===== src/indexed_list_insert_remove_defines.svh =====
// ----------------------------------------------------------------------------
// indexed list assertion macros
// shared property templates for the positional list block
// ----------------------------------------------------------------------------
`ifndef INDEXED_LIST_INSERT_REMOVE_DEFINES_SVH
`define INDEXED_LIST_INSERT_REMOVE_DEFINES_SVH

// same-cycle implication, checked outside reset
`define ILIR_ASSERT_IMP(lbl, ante, cons, msg) \
    lbl: assert property (@(posedge clk) disable iff (!rst_n) (ante) |-> (cons)) \
        else $error(msg);

// next-cycle implication, checked outside reset
`define ILIR_ASSERT_NXT(lbl, ante, cons, msg) \
    lbl: assert property (@(posedge clk) disable iff (!rst_n) (ante) |=> (cons)) \
        else $error(msg);

`endif


===== src/ilir_pkg.sv =====
// ----------------------------------------------------------------------------
// ilir_pkg
// sizes, operation and status codes of the positional list
// ----------------------------------------------------------------------------
package ilir_pkg;

    // list geometry
    localparam int CAPACITY   = 16;
    localparam int ELEM_WIDTH = 32;

    // fixed port field widths
    localparam int OP_W   = 2;
    localparam int POS_W  = 5;
    localparam int DATA_W = 32;
    localparam int STAT_W = 2;

    // derived widths
    localparam int ADDR_W = (CAPACITY > 1) ? $clog2(CAPACITY) : 1;
    localparam int CNT_W  = $clog2(CAPACITY + 1);
    localparam int CMP_W  = (CNT_W > POS_W) ? CNT_W : POS_W;
    localparam int WIDE_W = (ELEM_WIDTH > DATA_W) ? ELEM_WIDTH : DATA_W;

    // operation codes
    localparam logic [OP_W-1:0] OP_GET    = 2'd0;
    localparam logic [OP_W-1:0] OP_SET    = 2'd1;
    localparam logic [OP_W-1:0] OP_INSERT = 2'd2;
    localparam logic [OP_W-1:0] OP_REMOVE = 2'd3;

    // status codes
    localparam logic [STAT_W-1:0] ST_OK        = 2'd0;
    localparam logic [STAT_W-1:0] ST_BAD_INDEX = 2'd1;
    localparam logic [STAT_W-1:0] ST_FULL      = 2'd2;

    // sequencer states
    typedef enum logic [5:0] {
        S_IDLE  = 6'b000001,
        S_GET   = 6'b000010,
        S_UP    = 6'b000100,
        S_PUT   = 6'b001000,
        S_RM1   = 6'b010000,
        S_DN    = 6'b100000
    } state_t;

endpackage


===== src/ilir_ram.sv =====
// ----------------------------------------------------------------------------
// ilir_ram
// generic simple dual-port ram, one write and one registered read port
// ----------------------------------------------------------------------------
module ilir_ram #(
    parameter int WIDTH = 32,
    parameter int DEPTH = 16,
    localparam int AW = (DEPTH > 1) ? $clog2(DEPTH) : 1
) (
    input  logic             clk,
    input  logic             we,
    input  logic [AW-1:0]    waddr,
    input  logic [WIDTH-1:0] wdata,
    input  logic [AW-1:0]    raddr,
    output logic [WIDTH-1:0] rdata
);

    logic [WIDTH-1:0] mem [DEPTH];

    // write port
    always_ff @(posedge clk)
    begin
        if (we)
        begin
            mem[waddr] <= wdata;
        end
    end

    // registered read port
    always_ff @(posedge clk)
    begin
        rdata <= mem[raddr];
    end

endmodule


===== src/indexed_list_insert_remove.sv =====
// ----------------------------------------------------------------------------
// indexed_list_insert_remove
// positional list with get, set, insert and remove over one element ram
// ----------------------------------------------------------------------------
// A request is taken when start is high and busy is low; its result shows
// on status, element_out and count_after for exactly one cycle with done
// high, and the receiver cannot stall it. Elements live in a single ram
// with one write and one registered read port, so a shift moves one
// element per cycle. The ram contents are not cleared at reset. Set,
// append and failed requests answer from idle; get reads in S_GET;
// insert shifts up in S_UP, then writes in S_PUT; remove shifts down
// in S_RM1 and S_DN. done rises in the cycle after the last state.
`include "indexed_list_insert_remove_defines.svh"

module indexed_list_insert_remove (
    input  logic                          clk,
    input  logic                          rst_n,
    input  logic                          start,
    output logic                          busy,
    input  logic [ilir_pkg::OP_W-1:0]     operation,
    input  logic [ilir_pkg::POS_W-1:0]    position,
    input  logic [ilir_pkg::DATA_W-1:0]   element_in,
    output logic                          done,
    output logic [ilir_pkg::STAT_W-1:0]   status,
    output logic [ilir_pkg::DATA_W-1:0]   element_out,
    output logic [ilir_pkg::POS_W-1:0]    count_after
);

    import ilir_pkg::*;

    state_t                state_reg, state_next;
    logic [CNT_W-1:0]      count_reg, count_next;
    logic [ADDR_W-1:0]     ptr_reg, ptr_next;
    logic [ADDR_W-1:0]     pos_reg, pos_next;
    logic [ELEM_WIDTH-1:0] val_reg, val_next;
    logic                  done_reg, done_next;
    logic [STAT_W-1:0]     status_reg, status_next;
    logic [ELEM_WIDTH-1:0] elem_reg, elem_next;

    logic                  accept;
    logic [CMP_W-1:0]      pos_ext;
    logic [CMP_W-1:0]      cnt_ext;
    logic [ADDR_W-1:0]     pos_a;
    logic [CNT_W-1:0]      cnt_m1;
    logic [ADDR_W-1:0]     last_a;
    logic [WIDE_W-1:0]     in_wide;
    logic [ELEM_WIDTH-1:0] in_elem;
    logic [WIDE_W-1:0]     out_wide;

    logic                  ram_we;
    logic [ADDR_W-1:0]     ram_waddr;
    logic [ELEM_WIDTH-1:0] ram_wdata;
    logic [ADDR_W-1:0]     ram_raddr;
    logic [ELEM_WIDTH-1:0] ram_rdata;

    // request decode helpers
    assign accept  = start && (state_reg == S_IDLE);
    assign pos_ext = CMP_W'(position);
    assign cnt_ext = CMP_W'(count_reg);
    assign pos_a   = pos_ext[ADDR_W-1:0];
    assign cnt_m1  = count_reg - CNT_W'(1);
    assign last_a  = cnt_m1[ADDR_W-1:0];
    assign in_wide = WIDE_W'(element_in);
    assign in_elem = in_wide[ELEM_WIDTH-1:0];

    // element storage
    ilir_ram #(
        .WIDTH (ELEM_WIDTH),
        .DEPTH (CAPACITY)
    ) u_ram (
        .clk   (clk),
        .we    (ram_we),
        .waddr (ram_waddr),
        .wdata (ram_wdata),
        .raddr (ram_raddr),
        .rdata (ram_rdata)
    );

    // sequencer: one ram read and at most one ram write per cycle
    always_comb
    begin
        state_next  = state_reg;
        count_next  = count_reg;
        ptr_next    = ptr_reg;
        pos_next    = pos_reg;
        val_next    = val_reg;
        done_next   = 1'b0;
        status_next = status_reg;
        elem_next   = elem_reg;
        ram_we      = 1'b0;
        ram_waddr   = pos_reg;
        ram_wdata   = val_reg;
        ram_raddr   = pos_a;

        case (state_reg)
            S_IDLE:
            begin
                if (accept)
                begin
                    pos_next  = pos_a;
                    val_next  = in_elem;
                    elem_next = '0;
                    if (operation == OP_INSERT)
                    begin
                        if (pos_ext > cnt_ext)
                        begin
                            done_next   = 1'b1;
                            status_next = ST_BAD_INDEX;
                        end
                        else if (count_reg == CNT_W'(CAPACITY))
                        begin
                            done_next   = 1'b1;
                            status_next = ST_FULL;
                        end
                        else if (pos_ext == cnt_ext)
                        begin
                            // append, nothing to shift
                            ram_we      = 1'b1;
                            ram_waddr   = pos_a;
                            ram_wdata   = in_elem;
                            count_next  = count_reg + CNT_W'(1);
                            done_next   = 1'b1;
                            status_next = ST_OK;
                        end
                        else
                        begin
                            // start shifting up from the last element
                            ram_raddr  = last_a;
                            ptr_next   = last_a;
                            state_next = S_UP;
                        end
                    end
                    else if (pos_ext >= cnt_ext)
                    begin
                        done_next   = 1'b1;
                        status_next = ST_BAD_INDEX;
                    end
                    else if (operation == OP_SET)
                    begin
                        ram_we      = 1'b1;
                        ram_waddr   = pos_a;
                        ram_wdata   = in_elem;
                        done_next   = 1'b1;
                        status_next = ST_OK;
                    end
                    else if (operation == OP_GET)
                    begin
                        ram_raddr  = pos_a;
                        state_next = S_GET;
                    end
                    else
                    begin
                        ram_raddr  = pos_a;
                        ptr_next   = pos_a;
                        state_next = S_RM1;
                    end
                end
            end

            S_GET:
            begin
                elem_next   = ram_rdata;
                done_next   = 1'b1;
                status_next = ST_OK;
                state_next  = S_IDLE;
            end

            S_UP:
            begin
                // element read last cycle moves one slot up
                ram_we    = 1'b1;
                ram_waddr = ptr_reg + ADDR_W'(1);
                ram_wdata = ram_rdata;
                if (ptr_reg == pos_reg)
                begin
                    state_next = S_PUT;
                end
                else
                begin
                    ram_raddr = ptr_reg - ADDR_W'(1);
                    ptr_next  = ptr_reg - ADDR_W'(1);
                end
            end

            S_PUT:
            begin
                ram_we      = 1'b1;
                ram_waddr   = pos_reg;
                ram_wdata   = val_reg;
                count_next  = count_reg + CNT_W'(1);
                done_next   = 1'b1;
                status_next = ST_OK;
                state_next  = S_IDLE;
            end

            S_RM1:
            begin
                // capture the removed element
                elem_next = ram_rdata;
                if (ptr_reg == last_a)
                begin
                    count_next  = cnt_m1;
                    done_next   = 1'b1;
                    status_next = ST_OK;
                    state_next  = S_IDLE;
                end
                else
                begin
                    ram_raddr  = ptr_reg + ADDR_W'(1);
                    ptr_next   = ptr_reg + ADDR_W'(1);
                    state_next = S_DN;
                end
            end

            S_DN:
            begin
                // element read last cycle moves one slot down
                ram_we    = 1'b1;
                ram_waddr = ptr_reg - ADDR_W'(1);
                ram_wdata = ram_rdata;
                if (ptr_reg == last_a)
                begin
                    count_next  = cnt_m1;
                    done_next   = 1'b1;
                    status_next = ST_OK;
                    state_next  = S_IDLE;
                end
                else
                begin
                    ram_raddr = ptr_reg + ADDR_W'(1);
                    ptr_next  = ptr_reg + ADDR_W'(1);
                end
            end

            default:
            begin
                state_next = S_IDLE;
            end
        endcase
    end

    // control registers
    always_ff @(posedge clk or negedge rst_n)
    begin
        if (!rst_n)
        begin
            state_reg <= S_IDLE;
            count_reg <= '0;
            done_reg  <= 1'b0;
        end
        else
        begin
            state_reg <= state_next;
            count_reg <= count_next;
            done_reg  <= done_next;
        end
    end

    // request and result payload registers
    always_ff @(posedge clk)
    begin
        ptr_reg    <= ptr_next;
        pos_reg    <= pos_next;
        val_reg    <= val_next;
        status_reg <= status_next;
        elem_reg   <= elem_next;
    end

    // outputs
    assign out_wide    = WIDE_W'(elem_reg);
    assign busy        = (state_reg != S_IDLE);
    assign done        = done_reg;
    assign status      = status_reg;
    assign element_out = out_wide[DATA_W-1:0];
    assign count_after = cnt_ext[POS_W-1:0];

    // checks
    `ILIR_ASSERT_IMP(a_done_idle, done_reg, state_reg == S_IDLE,
        "result strobe while sequencer busy")
    `ILIR_ASSERT_IMP(a_count_cap, 1'b1, count_reg <= CNT_W'(CAPACITY),
        "element count above capacity")
    `ILIR_ASSERT_IMP(a_full_status, done_reg && (status_reg == ST_FULL),
        count_reg == CNT_W'(CAPACITY), "full status with room left")
    `ILIR_ASSERT_IMP(a_up_range, state_reg == S_UP,
        (ptr_reg >= pos_reg) && (CNT_W'(ptr_reg) < count_reg),
        "shift-up pointer out of range")
    `ILIR_ASSERT_NXT(a_get_path,
        accept && (operation == OP_GET) && (pos_ext < cnt_ext),
        state_reg == S_GET, "valid get did not issue a read")

endmodule


===== config.mk =====
export PLATFORM = sky130hd
export DESIGN_NAME = indexed_list_insert_remove
export DESIGN_NICKNAME = d
export VERILOG_FILES = /design/src/ilir_pkg.sv /design/src/ilir_ram.sv /design/src/indexed_list_insert_remove.sv
export VERILOG_INCLUDE_DIRS = /design/src /design/src/src
export SDC_FILE = /design/constraint.sdc
export NUM_CORES = 1
export LEC_CHECK = 0
export ABC_AREA = 1
export BUFFER_PORTS_ARGS = -buffer_cell sky130_fd_sc_hd__buf_2
export CAP_MARGIN = 30
export CORE_ASPECT_RATIO = 1.5
export CORE_UTILIZATION = 67
export DETAILED_ROUTE_END_ITERATION = 7
export PLACE_DENSITY = 0.84
export SLEW_MARGIN = 20
export SYNTH_ARGS = -nofsm -noshare
export SYNTH_HDL_FRONTEND = slang
export SYNTH_SLANG_ARGS = --single-unit

===== constraint.sdc =====
create_clock -name clk -period 12 [get_ports clk]
set_input_delay 2.4 -clock clk [delete_from_list [all_inputs] [get_ports clk]]
set_output_delay 2.4 -clock clk [all_outputs]
set_load 0.01 [all_outputs]

* Yosys cells after proc, flatten, opt, wreduce, memory -nomap -nowiden
Memory sizes are Yosys's and may differ from the RTL's. A register that Yosys moved wholly into a read port is not among the register bits.
Index checks and enable logic that the tools add are counted.
** Word-level totals
- Register bits :: 86
- Bits in writable memories :: 512
- Bits of input ports :: 42
- Output and inout bits :: 41
- Memories kept :: 1
** Operators by class
- Add/subtract/negate cells :: 4
- Magnitude comparators :: 2
- Eq/ne operators :: 31
- Muxes and demuxes :: 82
- Reductions and logical operators :: 17
** Memories
- u_ram.mem :: words 16, width 32, rd ports 1, clocked after Yosys merged registers in 1, wr ports 1, line ilir_ram.sv:18 : logic [WIDTH-1:0] mem [DEPTH];
** Operator list (count)
- two-way mux 32 bit :: 8
- case mux 32 bit (2 select lines) :: 2
- two-way mux 4 bit :: 24
- two-way mux 6 bit :: 10
- case mux 4 bit (3 select lines) :: 3
- two-way mux 5 bit :: 7
- case mux 6 bit (4 select lines) :: 1
- inequality test 3 bit (second input constant) :: 6
- two-way mux 2 bit :: 8
- two-way mux 1 bit :: 15
- case mux 5 bit (3 select lines) :: 1
- inequality test 2 bit (second input constant) :: 7
- AND reduction 10 bit :: 1
- nonzero test 3 bit :: 3
- == test 4 bit :: 2
- AND reduction 8 bit :: 1
- OR reduction 2 bit :: 4
- AND reduction 7 bit :: 1
- == test 6 x 1 -> 1 bit (second input constant) :: 1
- == test 6 x 2 -> 1 bit (second input constant) :: 1
- == test 6 x 3 -> 1 bit (second input constant) :: 1
- == test 6 x 4 -> 1 bit (second input constant) :: 1
- == test 6 x 5 -> 1 bit (second input constant) :: 1
- == test 6 bit (second input constant) :: 1
- 23 further kinds :: 26

* Logic depth before layout (Yosys ltp)
Gate-level depths: netlist of run 1.
- Word-level depth :: 9
- Gate-level depth with buffers :: 21
- Gate-level depth less buffers :: 19

* Modules after synthesis
Synthesis of run 1 repeated with hierarchy kept, for this count alone.
** Unflattened totals
- Cells, all modules :: 2802
- Area total of the unflattened synthesis :: 28217.1 sq um
** Modules (own cells, without submodules)
- ilir_ram :: times used 1, cells each 2121, area each 22738.1 sq um
- indexed_list_insert_remove :: times used 1, cells each 681, area each 5479.0 sq um

* Least setup slack after synthesis of run 1
No wires, ideal clock.
- Path kind :: input to register
- From :: in start
- To :: mem u_ram.mem[9][0] (enable)
- Library setup time :: 0.461 ns
- Arrival :: 6.385 ns
- Slack :: 5.154 ns
- Stages :: 8
- Path buffers :: 0
- Cell sequence :: nand4_1 -> inv_1 -> nand2_1 -> nand2_1 -> inv_2 -> a21oi_1 -> inv_1 -> nor3_1
** Between the ends
- Word-level cells in the longest chain between the ends :: 5
- Elaborated cells on any way between the ends :: 7
** Ends and longest elaborated chain
- start: declaration :: line indexed_list_insert_remove.sv:18 : input logic start,
- logical AND 1 bit * :: line indexed_list_insert_remove.sv:57 : assign accept = start && (state_reg == S_IDLE);
- two-way mux 1 bit :: line indexed_list_insert_remove.sv:98 : if (accept)
- case mux 1 bit (2 select lines) :: line indexed_list_insert_remove.sv:95 : case (state_reg)
- two-way mux 1 bit :: line ilir_ram.sv:23 : if (we)
- two-way mux 1 bit (implied by the code) :: line ilir_ram.sv:25 : mem[waddr] <= wdata;
- end: declaration :: line ilir_ram.sv:18
Mark *: on every way between the ends. The rest lies on a longest branch, timed or not.

* Worst setup path in the final report of run 1
- From :: in position[3] in the netlist's numbering
- To :: reg u_ram.rdata[20], read port of u_ram.mem
** Between the ends
- Word-level cells in the longest chain between the ends :: 7
- Elaborated cells on any way between the ends :: 10
** Ends and longest elaborated chain
- start: declaration :: line indexed_list_insert_remove.sv:21 : input logic [ilir_pkg::POS_W-1:0] position,
- == test 5 bit :: line indexed_list_insert_remove.sv:115 : else if (pos_ext == cnt_ext)
- two-way mux 4 bit :: line indexed_list_insert_remove.sv:115
- two-way mux 4 bit :: line indexed_list_insert_remove.sv:110 : else if (count_reg == CNT_W'(CAPACITY))
- two-way mux 4 bit :: line indexed_list_insert_remove.sv:105 : if (pos_ext > cnt_ext)
- two-way mux 4 bit :: line indexed_list_insert_remove.sv:103 : if (operation == OP_INSERT)
- two-way mux 4 bit :: line indexed_list_insert_remove.sv:98
- case mux 4 bit (3 select lines) * :: line indexed_list_insert_remove.sv:95
- end: declaration :: line ilir_ram.sv:15 : output logic [WIDTH-1:0] rdata
Marked as above.
A chain may end at the register's enable or synchronous reset.

==> results of run 1 <==
==> report_power, final <==
part | total [mW] | leakage [nW] | internal (mW) | switching (mW)
clock network | 1.91 | 0.946 | 1.12 | 0.794
registers | 3.14 | 5.75 | 3.03 | 0.113
logic | 3.49 | 6.13 | 0.952 | 2.54
==> layout make-up <==
cell class,count,share of cell area [%]
inverters,425,5.16
clock inverters,23,1.29
multi-input cells,1406,22.7
repair buffers,158,3.84
flip-flops and latches,630,60.0
clock buffers,79,5.00
well taps,506,2.05
==> cells in the mapped netlist, drive strengths merged, types with 6 or more instances <==
cell / count
buf: 130
nor3: 10
a22oi: 17
a21oi: 12
dfxtp: 32
inv: 424
clkbuf: 18
xor2: 8
ha: 10
nand2: 468
o211ai: 21
nand4: 6
nor2: 97
nand3: 609
dfrtp: 11
o21ai: 51
edfxtp: 586
nand3b: 81
==> through the flow <==
step | instance area [um2] | instances | utilization, % | hold WS, ns | power [mW]
after CTS | 30800 | 3220 | 76.0 | 0.531 | 8.39
final | 30900 | 3227 | 76.3 | 0.525 | 8.54
after floorplan | 27700 | 2609 | - | 0.515 | 5.39
after global placement | 28600 | 3100 | 70.5 | 0.511 | 6.30
after global routing | 30900 | 3227 | 76.3 | 0.554 | 8.88
after detailed placement | 28900 | 3118 | 71.2 | 0.520 | 6.47
==> cells by family (layout without fill, tap and decap cells) <==
logic type	count (synthesis)	count (layout)	synth area share [%]
simple gates	1277	1277	21.5
flops	630	630	66.9
buf+inv	573	685	8.41
compound gates	110	110	2.48
fa+ha+maj	10	10	0.452
xor+xnor	9	9	0.284
==> how the worst max path moves through the flow <==
stage	from	endpoint	slack, ns
detailed placement	position[3]	u_ram.rdata[25]	4.81
global placement	start	u_ram.mem[1][30]	4.75
CTS	position[3]	u_ram.rdata[20]	5.33
finish	position[3]	u_ram.rdata[20]	5.21
floorplan	start	u_ram.mem[9][0]	5.15
global route	position[3]	u_ram.rdata[20]	4.98
==> worst reg2reg max path, cell delays in order (launching register included) <==
cell	delay, ns
dfrtp_1	0.52
inv_2	0.15
ha_1	0.37
inv_1	0.13
nand2_1	0.08
nand4_1	0.09
nor2_2	0.16
nand2_1	0.16
nand2_2	0.17
nand2_2	0.11
a21oi_4	0.49
buf_4	0.75
buf_4	0.85
buf_4	0.94
nand3_1	0.19
nand3_1	0.16
nand3_1	0.09
nand3_1	0.15
nand2_1	0.08
==> metal layers <==
metal	global-route usage, %	part of all wire (%)	up-vias
met5	0	0	-
met4	22.0	6.0	0
met3	6.68	12	342
met2	58.3	49	1721
met1	43.4	34	9584
li1	-	-	8939
==> reports/metrics.cfg, run 1 <==
[synthesis]
ys_seq_area_share_pct=66.9
netlist-cell-type-count=42
synth_top_cell_area_share_pct=63.5
syn_area_um2=27700
synth_area_leaders=edfxtp_1 64%, nand3_1 11%, nand2_1 6.2%
ys_warn_count=0
syn_nets=2661
async_reset_ff_share_pct=1.90
synthCells=2609
synth_enable_flop_cells=586
synthFlopType=edfxtp_1
synth_seq_cells=630
yosysTopAreaCell=edfxtp_1
syn_area_per_cell_um2=10.6

[cells_and_area]
n_antenna_cell=0
regArea_um2=18500
largest_register=u_ram.mem
layout_common_cells=606 x nand3_1, 586 x edfxtp_1, 460 x nand2_1
nets=2727
largest_reg_flops=512
final_common_cell=nand3_1
fillers=2312
layout-drive-gt1-share_pct=10.8
synthToLayoutAreaGrowth_pct=11.6
multi_input_area_um2=7020

[timing]
fin_ws_ns=5.21
slew_viol_final=0
rsz0062_at_grt=false
hold_viol=0
finalSetupViolCount=0
worst-slew-pin-transition_ns=1.07
fin_tns_setup_ns=0
fin_skew_ns=0.0233
fin_crit_ns=6.79
fmax_ghz=0.147
period_share_pct=56.6
slew-limit-headroom_pct=28.8

[drt]
wl_mm=74.3
wl_per_cell_um=23.0
viasPerCell=6.38
drt_iter0_drc=3205
first_pass_iters=8
drc=0
via_count=20600
antenna_left=0

[worst_hold_path]
hold_class=reg2reg
hold_end=count_after[4]
hp-start=count_after[4]
hold_depth=1

[die]
start_util_pct=68.4
die_w_um=168
fp.dieH_um=251
num_rows=90
coreArea_um2=40500
die_area_um2=42200
io_pins=83

[cts]
cts-htree-levels=2
hold_buffers=0
cts_root_buffer=clkbuf_16
cts_made_buffers=54
clk_pin_slew_ns=0.08
insertion_delay_ns=0.61
cts_tree=done
clock-sinks=630
cts_resized=0
clock_path_buffers=3
post_cts_buffers=0

[worst_setup_path]
worstPathRequired_ns=12.48
cpPeakStageDelay_ns=0.85
critPathCaptureType=register
crit_path_frequent_cell=nand3_1
cp_cell_sequence=buf_2 > ha_1 > nand2_1 > nor2_1 > nand2_1 > inv_1 > nor2_1 > nand3_1 > nor2_1 > a21oi_4 > buf_4 > buf_4 > buf_4 > nand3_1 > nand3_1 > nand3_1 > nand3_1 > nand2_1
cp_max_fo=87
path_buf_inv=5
critical_path_class=in2reg
crit_path_top_delay_cell=buf_4
worst_ep_arrival_time_ns=7.27
cp.depth=18
reg2reg_depth=18
r2r_start=count_after[0]
ff2ff_setup_slack_ns=6.23
r2r-end=u_ram.rdata[20]
start_kind=input pin
path_delay_family=buffers and inverters

[power_and_ir_drop]
power_density_nw_per_um2=276
leakage_nw=12.8
peakVddDrop_v=0.000210

[global_route]
grt_util_all_layers_pct=35.4
grt_pass1_wl_mm=112
grt_max_degree=161
grt_pass1_vias=20300
grt_antenna_before_repair=0
overflow=0

[placement]
numPortBuffers=82
dpl.hpwl_mm=41.1
place_ws_ns=4.81
routabilityCongestion=0.938

[run_status]
outcome=completed

[run]
drv_cap=0

Power figures use the tool's default switching activity.
==> run 2: changes to the inputs <==
- CORE_UTILIZATION: 67 -> 62
- PLACE_DENSITY: 0.84 -> 0.78
- clock period: 12 -> 6.27 ns (I/O delays scaled with it)
==> reports/metrics.cfg, run 2 (synthesis results as in run 1) <==
[power_and_ir_drop]
power_density_nw_per_um2=523  ; +89%
peakVddDrop_v=0.000317  ; +51%
combPwrFrac_pct=42.0  ; +1.1 points
p_seq_share_pct=37.1  ; +0.3 points
p_int_mw=9.57  ; +88%
switching_power_mw=6.57  ; +91%
switching_share_pct=40.7  ; +0.37 points
clockPowerShare_pct=20.8  ; -1.6 points
leakage_nw=12.8  ; about the same

[timing]
finalSetupViolCount=0  ; unchanged
slew-limit-headroom_pct=30.5  ; +1.7 points
fin_crit_ns=4.85
hold_viol=0  ; unchanged
slew_viol_final=0  ; unchanged
rsz0062_at_grt=false
fin_skew_ns=0.0231  ; -0.000168 ns
fmax_ghz=0.206
fin_tns_setup_ns=0  ; unchanged
worst-slew-pin-transition_ns=1.04  ; -0.0260 ns
period_share_pct=77.3

[cts]
cts_made_buffers=55  ; +1.9%
cts_root_buffer=clkbuf_16
clock_path_buffers=3  ; unchanged
cts_resized=0  ; unchanged
hold_buffers=0  ; unchanged
insertion_delay_ns=0.60  ; about the same
clock-sinks=630  ; unchanged
clk_pin_slew_ns=0.07  ; about the same
cts_tree=done
post_cts_buffers=0  ; unchanged
cts-htree-levels=2  ; unchanged

[cells_and_area]
nets=2737  ; +0.37%
final_common_cell=nand3_1
stdcell_count=3307  ; +2.5%
final_cell_area_um2=30900  ; -0.15%
largest_register=u_ram.mem
largest_reg_flops=512  ; unchanged
final_core_util_pct=70.2  ; -6.1 points
synthToLayoutAreaGrowth_pct=11.4
n_antenna_cell=0  ; unchanged
layout-drive-gt1-share_pct=11.0  ; +0.22 points
layout_common_cells=606 x nand3_1, 586 x edfxtp_1, 460 x nand2_1

[worst_hold_path]
hold_class=reg2reg

[placement]
dpl.hpwl_mm=40.4  ; -1.8%
placedCellCount=3195  ; +2.5%
numPortBuffers=82  ; unchanged
routabilityCongestion=0.942  ; +0.36%
placed_cell_area_um2=28900  ; +0.28%

[die]
coreArea_um2=44000  ; +8.5%
fp.dieH_um=261  ; +3.9%
die_area_um2=45600  ; +8.0%
num_rows=94  ; +4.4%
start_util_pct=63.0  ; -5.4 points
io_pins=83  ; unchanged
die_w_um=175  ; +3.9%

[worst_setup_path]
critPathCaptureType=register
crit_path_start=state_reg[1]
crit_path_top_delay_cell=nor2_4
r2r_start=state_reg[1]
r2r-end=u_ram.mem[4][26]
cp.depth=12  ; -6
path_delay_family=simple AND/OR/NAND/NOR gates
path_buf_inv=4  ; -1
cp-endpoint=u_ram.mem[4][26]
critical_path_class=reg2reg
cpPeakStageDelay_ns=0.71  ; -0.14 ns
ff2ff_setup_slack_ns=1.42  ; -4.81 ns
cp_cell_sequence=nor2_1 > nand2_1 > nor2_1 > inv_1 > nand2_2 > inv_2 > nand2_1 > inv_2 > a21oi_1 > nand3_1 > nor2_4 > buf_4
reg2reg_depth=12  ; -6
cp_max_fo=20  ; -77%
start_kind=register
worstPathRequired_ns=6.55  ; -5.93 ns
worst_ep_arrival_time_ns=5.13  ; -2.14 ns

[drt]
via_count=20100  ; -2.3%
first_pass_iters=7  ; -1
drt_iter0_drc=2511  ; -22%
antenna_left=0  ; unchanged
drc=0  ; unchanged
viasPerCell=6.08  ; -4.7%
wl_mm=72.4  ; -2.6%
wl_per_cell_um=21.9  ; -4.9%

[run_status]
outcome=completed

[global_route]
grt_util_all_layers_pct=31.7  ; -3.7 points
grt_pass1_wl_mm=109  ; -2.3%
overflow=0  ; unchanged
grt_antenna_before_repair=0  ; unchanged
grt_pass1_vias=19200  ; -5.2%
grt_max_degree=257  ; +60%

[run]
drv_cap=0  ; unchanged

-- run 2: changes by cell type in the layout (fill, tap and decap cells not counted), sizes merged --
cell	previous run	this run
clkinvlp	2	0
clkinv	9	23
clkbuf	81	80
bufinv	10	3
inv	427	425
buf	156	164
-- run 2: cell type report --
class | instances | area, um2
clock buffer | 77 | 1560
clock inverter | 26 | 224
fill | 3012 | 13100
inverter | 425 | 1600
multi-input combinational | 1406 | 7020
sequential | 630 | 18500
tap | 576 | 721
timing repair buffer | 167 | 1220
-- run 2: worst min path at each step --
stage / from / end / slack (ns) / depth (start not counted)
after floorplan: u_ram.rdata[10] / element_out[10] / 0.51 / 2
after global placement: count_after[4] / count_after[4] / 0.51 / 1
after detailed placement: count_after[4] / count_after[4] / 0.51 / 1
after CTS: count_after[4] / count_after[4] / 0.52 / 1
after global routing: count_after[4] / count_after[4] / 0.55 / 1
final: count_after[4] / count_after[4] / 0.51 / 1
-- run 2: worst reg2reg max path: stages (launching register included) --
cell and delay [ns]:
dfrtp_1 0.42, nor2_1 0.23, nand2_1 0.15, nor2_1 0.42, inv_1 0.14, nand2_2 0.50, inv_2 0.35, nand2_1 0.20
inv_2 0.20, a21oi_1 0.45, nand3_1 0.38, nor2_4 0.71, buf_4 0.39
-- run 2: power by group through the flow --
stage	Sequential, mW	Combinational (mW)	Clock (mW)
after floorplan	6.09	4.22	0
after global placement	6.07	6.23	0
after global routing	6.02	7.31	3.53
final	5.99	6.78	3.36
after CTS	5.99	6.52	3.37
after detailed placement	6.07	6.47	0
-- run 2: routing by layer --
metal / global-route usage (%) / share of wire, % / up-vias
li1: - / - / 8963
met1: 41.1 / 36 / 9640
met2: 53.2 / 49 / 1263
met3: 4.08 / 10 / 237
met4: 15.6 / 4.5 / 0
met5: 0 / 0 / -
-- run 2: stage by stage --
step           worst slack, ns  hold slack, ns  power [mW]
2_1_floorplan            0.570           0.515        10.3
3_3_place_gp              1.18           0.505        12.3
3_5_place_dp              1.11           0.507        12.5
4_1_cts                   1.56           0.516        15.9
5_1_grt                   1.16           0.546        16.9
6_report                  1.42           0.513        16.1
